[src/sv/modexp_pkg.sv]
`timescale 1ns / 1ps

package modexp_pkg;

    localparam int FIELD_BITS       = 62;
    localparam int OPERAND_BITS_DEF = 62;

    typedef enum logic [2:0] {
        ST_IDLE,
        ST_REDUCE,
        ST_DECIDE,
        ST_MUL,
        ST_SQR,
        ST_FINISH
    } modexp_state_t;

    typedef struct packed {
        logic start;
    } mm_req_t;

    typedef struct packed {
        logic busy;
        logic done;
    } mm_stat_t;

endpackage

[src/sv/modexp_mulmod.sv]
`timescale 1ns / 1ps

module modexp_mulmod #(
    parameter int OPERAND_BITS = modexp_pkg::OPERAND_BITS_DEF
) (
    input  logic                      clk,
    input  logic                      rst_n,
    input  modexp_pkg::mm_req_t       req,
    input  logic [OPERAND_BITS-1:0]   x,
    input  logic [OPERAND_BITS-1:0]   y,
    input  logic [OPERAND_BITS-1:0]   m,
    output modexp_pkg::mm_stat_t      stat,
    output logic [OPERAND_BITS-1:0]   product
);
    import modexp_pkg::*;

    localparam int CW = (OPERAND_BITS > 1) ? $clog2(OPERAND_BITS) : 1;
    localparam int TW = OPERAND_BITS + 2;

    logic [OPERAND_BITS-1:0] acc_reg, acc_next;
    logic [OPERAND_BITS-1:0] x_reg;
    logic [OPERAND_BITS-1:0] y_reg;
    logic [OPERAND_BITS-1:0] m_reg;
    logic [CW-1:0]           cnt_reg;
    logic                    busy_reg;
    logic                    done_reg;

    logic [TW-1:0] t_sum;
    logic [TW-1:0] m_one;
    logic [TW-1:0] m_two;
    logic [TW-1:0] t_sel;

    // one left-to-right step: acc = (2*acc + bit*x) mod m
    always_comb
    begin
        m_one = TW'(m_reg);
        m_two = TW'(m_reg) << 1;
        t_sum = (TW'(acc_reg) << 1) + (y_reg[OPERAND_BITS-1] ? TW'(x_reg) : '0);
        priority if (t_sum >= m_two)
        begin
            t_sel = t_sum - m_two;
        end
        else if (t_sum >= m_one)
        begin
            t_sel = t_sum - m_one;
        end
        else
        begin
            t_sel = t_sum;
        end
        acc_next = t_sel[OPERAND_BITS-1:0];
    end

    always_ff @(posedge clk)
    begin
        if (req.start)
        begin
            acc_reg <= '0;
            x_reg   <= x;
            y_reg   <= y;
            m_reg   <= m;
        end
        else if (busy_reg)
        begin
            acc_reg <= acc_next;
            y_reg   <= y_reg << 1;
        end
    end

    always_ff @(posedge clk or negedge rst_n)
    begin
        if (!rst_n)
        begin
            busy_reg <= 1'b0;
            done_reg <= 1'b0;
            cnt_reg  <= '0;
        end
        else
        begin
            done_reg <= 1'b0;
            if (req.start)
            begin
                busy_reg <= 1'b1;
                cnt_reg  <= CW'(OPERAND_BITS - 1);
            end
            else if (busy_reg)
            begin
                cnt_reg <= cnt_reg - 1'b1;
                if (cnt_reg == '0)
                begin
                    busy_reg <= 1'b0;
                    done_reg <= 1'b1;
                end
            end
        end
    end

    assign stat.busy = busy_reg;
    assign stat.done = done_reg;
    assign product   = acc_reg;

`ifndef ASSERT_OFF
    a_start_idle: assert property (@(posedge clk) disable iff (!rst_n)
        req.start |-> (!busy_reg && !done_reg))
        else $error("multiply started while unit occupied");

    a_acc_below_m: assert property (@(posedge clk) disable iff (!rst_n)
        busy_reg |=> (acc_reg < m_reg))
        else $error("accumulator not reduced");

    a_done_after_busy: assert property (@(posedge clk) disable iff (!rst_n)
        $rose(done_reg) |-> $past(busy_reg))
        else $error("done without a running product");
`endif

endmodule

[src/sv/modular_exponentiation.sv]
`timescale 1ns / 1ps

// modular exponentiation, base^exponent mod modulus, one word in, one word out
// input channel: in_valid / in_ready with base_value, exponent, modulus
// output channel: out_valid / out_ready with power_result
// fields are taken at their low OPERAND_BITS bits; exponent zero gives 1
// every modular product runs on one shift-add unit, one multiplier bit a cycle
// one product reduces the base, then one squaring per exponent bit below the
// top set bit and one multiply per set bit follow
// exponent or modulus zero skips the products and goes straight to finish
// one word is in work at a time; in_ready is high while the sequencer is idle
// a finished word waits in the output register while out_ready is low, and the
// next word may already be taken in and worked on meanwhile
// reset clears the sequencer and the output valid; no word survives it

module modular_exponentiation #(
    parameter int OPERAND_BITS = modexp_pkg::OPERAND_BITS_DEF
) (
    input  logic                            clk,
    input  logic                            rst_n,
    input  logic                            in_valid,
    output logic                            in_ready,
    input  logic [modexp_pkg::FIELD_BITS-1:0] base_value,
    input  logic [modexp_pkg::FIELD_BITS-1:0] exponent,
    input  logic [modexp_pkg::FIELD_BITS-1:0] modulus,
    output logic                            out_valid,
    input  logic                            out_ready,
    output logic [modexp_pkg::FIELD_BITS-1:0] power_result
);
    import modexp_pkg::*;

    localparam int N = OPERAND_BITS;

    modexp_state_t state_reg, state_next;

    logic [N-1:0] e_reg, e_next;
    logic [N-1:0] m_reg;
    logic [N-1:0] res_reg, res_next;
    logic [N-1:0] sq_reg, sq_next;
    logic [N-1:0] one_reg;
    logic [N-1:0] power_reg;
    logic         out_valid_reg;

    logic [N-1:0] in_base;
    logic [N-1:0] in_exp;
    logic [N-1:0] in_mod;
    logic [N-1:0] in_one;
    logic         accept;
    logic         out_free;
    logic [N-1:0] e_cleared;

    mm_req_t      mm_req;
    mm_stat_t     mm_stat;
    logic [N-1:0] mm_x;
    logic [N-1:0] mm_y;
    logic [N-1:0] mm_m;
    logic [N-1:0] mm_product;

    assign in_base   = base_value[N-1:0];
    assign in_exp    = exponent[N-1:0];
    assign in_mod    = modulus[N-1:0];
    assign in_one    = (in_mod == N'(1)) ? '0 : N'(1);
    assign in_ready  = (state_reg == ST_IDLE);
    assign accept    = in_valid && in_ready;
    assign out_free  = !out_valid_reg || out_ready;
    assign e_cleared = e_reg & ~N'(1);

    modexp_mulmod #(
        .OPERAND_BITS (N)
    ) u_mulmod (
        .clk     (clk),
        .rst_n   (rst_n),
        .req     (mm_req),
        .x       (mm_x),
        .y       (mm_y),
        .m       (mm_m),
        .stat    (mm_stat),
        .product (mm_product)
    );

    // next state
    always_comb
    begin
        state_next = state_reg;
        unique case (state_reg)
            ST_IDLE:
            begin
                if (accept)
                begin
                    if (in_exp == '0 || in_mod == '0)
                    begin
                        state_next = ST_FINISH;
                    end
                    else
                    begin
                        state_next = ST_REDUCE;
                    end
                end
            end
            ST_REDUCE:
            begin
                if (mm_stat.done)
                begin
                    state_next = ST_DECIDE;
                end
            end
            ST_DECIDE:
            begin
                state_next = e_reg[0] ? ST_MUL : ST_SQR;
            end
            ST_MUL:
            begin
                if (mm_stat.done)
                begin
                    state_next = (e_cleared == '0) ? ST_FINISH : ST_DECIDE;
                end
            end
            ST_SQR:
            begin
                if (mm_stat.done)
                begin
                    state_next = ST_DECIDE;
                end
            end
            ST_FINISH:
            begin
                if (out_free)
                begin
                    state_next = ST_IDLE;
                end
            end
            default:
            begin
                state_next = ST_IDLE;
            end
        endcase
    end

    // unit dispatch and datapath updates
    always_comb
    begin
        mm_req.start = 1'b0;
        mm_x         = sq_reg;
        mm_y         = sq_reg;
        mm_m         = m_reg;
        e_next       = e_reg;
        res_next     = res_reg;
        sq_next      = sq_reg;
        unique case (state_reg)
            ST_IDLE:
            begin
                mm_x = in_one;
                mm_y = in_base;
                mm_m = in_mod;
                if (accept)
                begin
                    e_next = in_exp;
                    if (in_exp == '0)
                    begin
                        res_next = N'(1);
                    end
                    else if (in_mod == '0)
                    begin
                        res_next = '0;
                    end
                    else
                    begin
                        mm_req.start = 1'b1;
                    end
                end
            end
            ST_REDUCE:
            begin
                if (mm_stat.done)
                begin
                    sq_next  = mm_product;
                    res_next = one_reg;
                end
            end
            ST_DECIDE:
            begin
                mm_req.start = 1'b1;
                if (e_reg[0])
                begin
                    mm_x = res_reg;
                end
            end
            ST_MUL:
            begin
                if (mm_stat.done)
                begin
                    res_next = mm_product;
                    e_next   = e_cleared;
                end
            end
            ST_SQR:
            begin
                if (mm_stat.done)
                begin
                    sq_next = mm_product;
                    e_next  = e_reg >> 1;
                end
            end
            ST_FINISH:
            begin
            end
            default:
            begin
            end
        endcase
    end

    always_ff @(posedge clk)
    begin
        e_reg   <= e_next;
        res_reg <= res_next;
        sq_reg  <= sq_next;
        if (accept)
        begin
            m_reg    <= in_mod;
            one_reg  <= in_one;
        end
        if (state_reg == ST_FINISH && out_free)
        begin
            power_reg <= res_reg;
        end
    end

    always_ff @(posedge clk or negedge rst_n)
    begin
        if (!rst_n)
        begin
            state_reg     <= ST_IDLE;
            out_valid_reg <= 1'b0;
        end
        else
        begin
            state_reg <= state_next;
            if (state_reg == ST_FINISH && out_free)
            begin
                out_valid_reg <= 1'b1;
            end
            else if (out_ready)
            begin
                out_valid_reg <= 1'b0;
            end
        end
    end

    assign out_valid    = out_valid_reg;
    assign power_result = FIELD_BITS'(power_reg);

`ifndef ASSERT_OFF
    a_done_in_wait: assert property (@(posedge clk) disable iff (!rst_n)
        mm_stat.done |-> (state_reg == ST_REDUCE || state_reg == ST_MUL
                          || state_reg == ST_SQR))
        else $error("product finished outside a waiting state");

    a_operands_reduced: assert property (@(posedge clk) disable iff (!rst_n)
        (state_reg == ST_DECIDE) |-> (res_reg < m_reg && sq_reg < m_reg
                                      && e_reg != '0))
        else $error("operands not reduced at dispatch");

    a_accept_leaves_idle: assert property (@(posedge clk) disable iff (!rst_n)
        accept |=> (state_reg == ST_REDUCE || state_reg == ST_FINISH))
        else $error("accepted word not started");
`endif

endmodule
[config.mk]
export PLATFORM = sky130hd
export DESIGN_NAME = modular_exponentiation
export DESIGN_NICKNAME = d
export VERILOG_FILES = /design/src/sv/modexp_pkg.sv /design/src/sv/modexp_mulmod.sv /design/src/sv/modular_exponentiation.sv
export SDC_FILE = /design/constraint.sdc
export NUM_CORES = 1
export LEC_CHECK = 0
export BUFFER_PORTS_ARGS = -buffer_cell sky130_fd_sc_hd__buf_2
export CORE_MARGIN = 5
export CORE_UTILIZATION = 30
export CTS_CLUSTER_DIAMETER = 60
export DETAILED_ROUTE_END_ITERATION = 16
export HOLD_SLACK_MARGIN = 0.06
export PLACE_DENSITY_LB_ADDON = 0.1
export RECOVER_POWER = 100
export SLEW_MARGIN = 0
export SYNTH_ARGS = -nofsm -noshare
export SYNTH_HDL_FRONTEND = slang
export SYNTH_HIERARCHICAL = 1
export SYNTH_SLANG_ARGS = --single-unit
[constraint.sdc]
create_clock -name clk -period 16.9 [get_ports clk]
set_input_delay 0.845 -clock clk [delete_from_list [all_inputs] [get_ports clk]]
set_output_delay 0.845 -clock clk [all_outputs]
set_load 0.01 [all_outputs]
# Word level (Yosys, flattened, before mapping)
# Cells that the tools add are included.
dict set report classes {
  magnitude_cmp 2
  n_reduce_logical 21
  n_eq_ne 13
  muxes 42
  add_sub_neg 4
  bitwise 1
}
# op count
set ops {}
lappend ops {{$mux 62} 15}
lappend ops {{$pmux 62 s3} 2}
lappend ops {{$logic_not 62->1} 3}
lappend ops {{$pmux 62 s2} 1}
lappend ops {{$sub 62x62->62} 2}
lappend ops {{$add 63x62->64} 1}
lappend ops {{$ge 64x62->1} 1}
lappend ops {{$ge 64x63->1} 1}
lappend ops {{$eq 62x1->1 const B} 1}
lappend ops {{$mux 3} 7}
lappend ops {{$pmux 3 s5} 1}
lappend ops {{$mux 1} 13}
lappend ops {{$mux 6} 2}
lappend ops {{$reduce_and 4->1} 3}
lappend ops {{$ne 2x1->1 const B} 5}
lappend ops {{$eq 3x2->1 const B} 2}
lappend ops {{$eq 3x3->1 const B} 2}
lappend ops {{$logic_not 6->1} 1}
lappend ops {{$reduce_bool 2->1} 3}
lappend ops {{$reduce_bool 3->1} 2}
lappend ops {{$sub 6x1->6 const B} 1}
lappend ops {{$reduce_and 5->1} 1}
lappend ops {{$eq 3x1->1 const B} 1}
lappend ops {{$logic_not 3->1} 1}
lappend ops {{other kinds (9)} 11}
dict set report totals {
  wordCells 99
  out_inout_bits 64
  in_bits 190
  ff_bits 632
}

# Logic depth before layout (Yosys ltp)
dict set report logic_depth {
  depth_word 6
  mapped_depth 30
  depth_no_buf 26
}

# By module
# The synthesis kept the hierarchy.
# module area_per_inst_um2 cells_each instances seq_area_each_um2
set modules_own_cells {}
lappend modules_own_cells {modexp_mulmod 21244.1 2418 1 7026.7}
lappend modules_own_cells {modular_exponentiation 13336.5 797 1 9439.1}

# Worst setup path before layout
# Ideal clock, no wire load.
dict set report synth_timing {
  path_type {register to register}
  from {register state_reg[1]}
  to {register u_mulmod.y_reg[0] (enable)}
  path_buffers 6
  setup_slack_ps 9053
  synth_period_minus_slack_ps 7847
  required_ps 16484
  arrival_time_ps 7431
  setup_time_ps 416
  path_stages_with_launch 13
  path_cell_list {dfrtp_1 -> buf_4 -> nor3_1 -> buf_2 -> buf_4 -> nand2_1 -> inv_1 -> a22o_1 -> clkbuf_1 -> nor2_1 -> clkbuf_1 -> buf_1 -> inv_1}
}
dict set report synth_between {
  elab_chain_len 5
  word_cells_on_any_way 6
  cone_classes {1 x eq/ne; 2 x mux; 3 x reduce/logical}
}
# element line_no
set synth_rtl {}
lappend synth_rtl {{from (decl)} modular_exponentiation.sv:34} ;# modexp_state_t state_reg, state_next;
lappend synth_rtl {{from (signal assigned)} modular_exponentiation.sv:238} ;# state_reg <= state_next;
lappend synth_rtl {{$logic_not 3->1} {modular_exponentiation.sv:63, modular_exponentiation.sv:149}}
lappend synth_rtl {{$logic_and 1x1->1} modular_exponentiation.sv:64} ;# assign accept = in_valid && in_ready;
lappend synth_rtl {{$mux 1} modular_exponentiation.sv:155} ;# if (accept)
lappend synth_rtl {{$pmux 1 s2 (*)} modular_exponentiation.sv:149} ;# unique case (state_reg)
lappend synth_rtl {{net mm_req} modular_exponentiation.sv:52} ;# mm_req_t mm_req;
lappend synth_rtl {{$reduce_bool 2->1 (no source line) (*)} n/a}
lappend synth_rtl {{to (signal assigned)} modexp_mulmod.sv:60} ;# y_reg <= y;
lappend synth_rtl {{to (signal assigned)} modexp_mulmod.sv:66} ;# y_reg <= y_reg << 1;
lappend synth_rtl {{to (decl)} modexp_mulmod.sv:22} ;# logic [OPERAND_BITS-1:0] y_reg;
# Mark *: on every way through the listed nets, which the timed path passes. The rest lies on a longest branch.
# A chain may end at the register's enable or synchronous reset.

# Worst setup path in the final report
dict set report layout_timing {
  from {register u_mulmod.y_reg[61]}
  to {register u_mulmod.acc_reg[6], in the netlist u_mulmod/product[6]}
}
dict set report layout_between {
  elab_chain_len 5
  word_cells_on_any_way 8
  cone_classes {3 x add/sub; 2 x order compare; 3 x mux}
}
# element line_no
set layout_rtl {}
lappend layout_rtl {{$mux 62 (*)} modexp_mulmod.sv:38} ;# t_sum = (TW'(acc_reg) << 1) + (y_reg[OPERAND_BITS-1] ? TW'(x_reg) : '0);
lappend layout_rtl {{$add 63x62->64 (*)} modexp_mulmod.sv:38}
lappend layout_rtl {{$sub 62x62->62 / $ge 64x62->1 (equally long branches)} {modexp_mulmod.sv:45, modexp_mulmod.sv:43}}
lappend layout_rtl {{$mux 62} modexp_mulmod.sv:43} ;# else if (t_sum >= m_one)
lappend layout_rtl {{$mux 62 (*)} modexp_mulmod.sv:39} ;# priority if (t_sum >= m_two)
lappend layout_rtl {{to (signal assigned)} modexp_mulmod.sv:65} ;# acc_reg <= acc_next;
lappend layout_rtl {{to (decl)} modexp_mulmod.sv:20} ;# logic [OPERAND_BITS-1:0] acc_reg, acc_next;
# Mark *: on every way between the ends. The rest lies on a longest branch, timed or not.

==> results.txt <==
* Outcome: finished with violations
* Violated checks: capacitance limit, slew limit
* Number of cells traversed by the worst register-to-register path: 27
- Pre-CTS worst setup slack: 8.26 ns
* Count of maximum capacitance violations: 19
* Largest fanout on the critical path: 62
- For the pin with the worst max-slew slack, the measured transition is 5.86 ns.
* Placed Instances: 4,838
* TritonCTS clock tree: built
- After clock tree synthesis, the clock-pin slew on the worst setup and hold paths is 0.05 ns.
* Wire length of the first global-routing pass: 170,000 um
- The die is 349 um tall.
- The number of nets in the synthesized netlist is 3,594.
- For the worst setup path, the data arrival time is 11.66 ns.
- Setup repair after global routing left no endpoint under its margin.
* Gate Count Post-Synth: 3,214
* Cell repeated most along the worst path: sky130_fd_sc_hd__a21oi_1
* Slowest-stage cell, CP: sky130_fd_sc_hd__nor2_1
- FF-to-FF End: u_mulmod/product[6]
- Clock buffers created by TritonCTS: 79
* Commonest non-fill, non-tap cell in the layout: sky130_fd_sc_hd__edfxtp_1
* Number of instances resized during post-cts repair: 0
* GRT Util Overall: 0.182
* Synth-to-Final Area Change: 14.4%
* Maximum clock frequency: 88.4 MHz
- At the later pin of the worst-skew pair, clock insertion delay measures 0.64 ns.
- CP endpoint kind: flop
- The worst path meets setup with 5.59 ns of slack.
- At the end of routability-driven placement, the weighted congestion stood at 0.878.
- In this run, post-CTS hold repair placed 0 buffers.
- For the final database, setup skew stands at 0.0245 ns.
* Via count of the first global-routing pass: 26,200
- For this run, the number of Yosys warnings is 6.
- Root Buffer: sky130_fd_sc_hd__clkbuf_16
* CP Launch Type: flop
- Post-route antenna net violation count: 0
- Filler cell count: 11,600
* Horizontal die dimension: 349 um
- After floorplanning, the core was sized to cover 114,000 sq um.
- Leading cell types in the layout, fill and taps excluded: sky130_fd_sc_hd__edfxtp_1, sky130_fd_sc_hd__a21oi_1, sky130_fd_sc_hd__nand2_1
- Clock tree buffer depth: 3
- Clock tree synthesis found a total of 571 sinks.
* 1st-pass router iterations: 5
- Vias/cell: 5.20
* Final setup fails: 0
- Largest incremental delay on the critical path: 1.59 ns
- For this block, the routed nets add up to 115,000 um of wire.
- Total number of vias: 26,000
* Post-DP HPWL: 87,500 um
- Ratio of cells with drive above 1 in the final layout: 0.132
- Netlist Area Pre-Place: 34,600 sq um
- IO Pins: 254
- Total Die Area: 122,000 sq um
* CP Data Required Time: 17.25 ns
- Final hold vios: 0
- Hold WS: 0.288 ns
- After the first detailed-routing iteration, the DRC count stood at 1,811.
- Setup total negative slack: 0 ns
- The total overflow left after global routing is 0.
- In this run the critical register-to-register path is launched from u_mulmod/y_reg[61].
- The worst setup path is of the reg2reg kind.
* Worst reg2reg setup slack: 5.59 ns
- DRC: 0
- The min-delay analysis places its worst path in the category in2async.
* Setup Buffers After CTS: 0
- Entering global routing, the biggest net connects 84 pins.
- In this run the tightest slew margin relative to its limit is -2.90.
* Final instance count without filler cells: 4,996
- Starting utilization of the core area: 0.302
- Mean post-synth cell area: 10.8 sq um
- The critical path starts at u_mulmod/y_reg[61].
- Number of antenna violations at the first check in global routing: 26
- The initialized floorplan defines 124 standard-cell rows.
* Per-cell routed wire length: 23.0 um
- Max Slew Vio Count: 969
* Time the worst path needs with I/O delays and setup: 11.31 ns
- Level count of the clock H-tree: 3
* Number of nets at the end of the flow: 3,787
- Input and output buffers added on the ports amount to 253.
* Fin crit share: 0.669
-- metal layers --
| layer | part of all wire | global-route usage | wire [um] |
|---|---|---|---|
| met1 | 0.50 | 0.274 | 57000 |
| met4 | 0.024 | 0.0488 | 2710 |
| met2 | 0.42 | 0.267 | 48200 |
| met5 | 0.0016 | 0 | 184 |
| met3 | 0.057 | 0.0327 | 6520 |
-- worst max-delay path, delay by kind of cell (launching register included) --
kind,cells,cell delay [ns]
compound gates,17,4.50
simple gates,3,1.97
fa+ha+maj,2,0.71
flops,1,0.32
mux,1,0.41
xor+xnor,1,0.37
buf+inv,3,2.60
-- through the flow --
stage | cell area, sq um | utilization
5_1_grt | 39500 | 0.346
6_report | 39600 | 0.346
3_3_place_gp | 37300 | 0.326
2_1_floorplan | 34600 | -
3_5_place_dp | 37300 | 0.326
4_1_cts | 39900 | 0.349
-- area by class of cell --
class	instances	area (sq um)	area share
Clock inverter	50	531	0.0134
Tap cell	1512	1890	0.0478
Clock buffer	94	2040	0.0516
Inverter	112	420	0.0106
Sequential cell	571	16500	0.416
Timing Repair Buffer	284	1270	0.0322
Antenna cell	14	35.0	0.000885
Multi-Input combinational cell	2359	16900	0.427
-- how the worst max path moves through the flow --
| stage | to | slack (ns) | cells past startpoint |
|---|---|---|---|
| 6_report | u_mulmod/product[6] | 5.59 | 27 |
| 2_1_floorplan | u_mulmod/y_reg[0] | 9.05 | 12 |
| 5_1_grt | u_mulmod/product[6] | 4.57 | 27 |
| 4_1_cts | u_mulmod/product[6] | 8.24 | 28 |
| 3_3_place_gp | u_mulmod/product[10] | 8.40 | 28 |
| 3_5_place_dp | u_mulmod/product[21] | 8.26 | 28 |
Power is not shown: default switching activity piles up to over one toggle a cycle in this logic, so the estimate is an artifact.
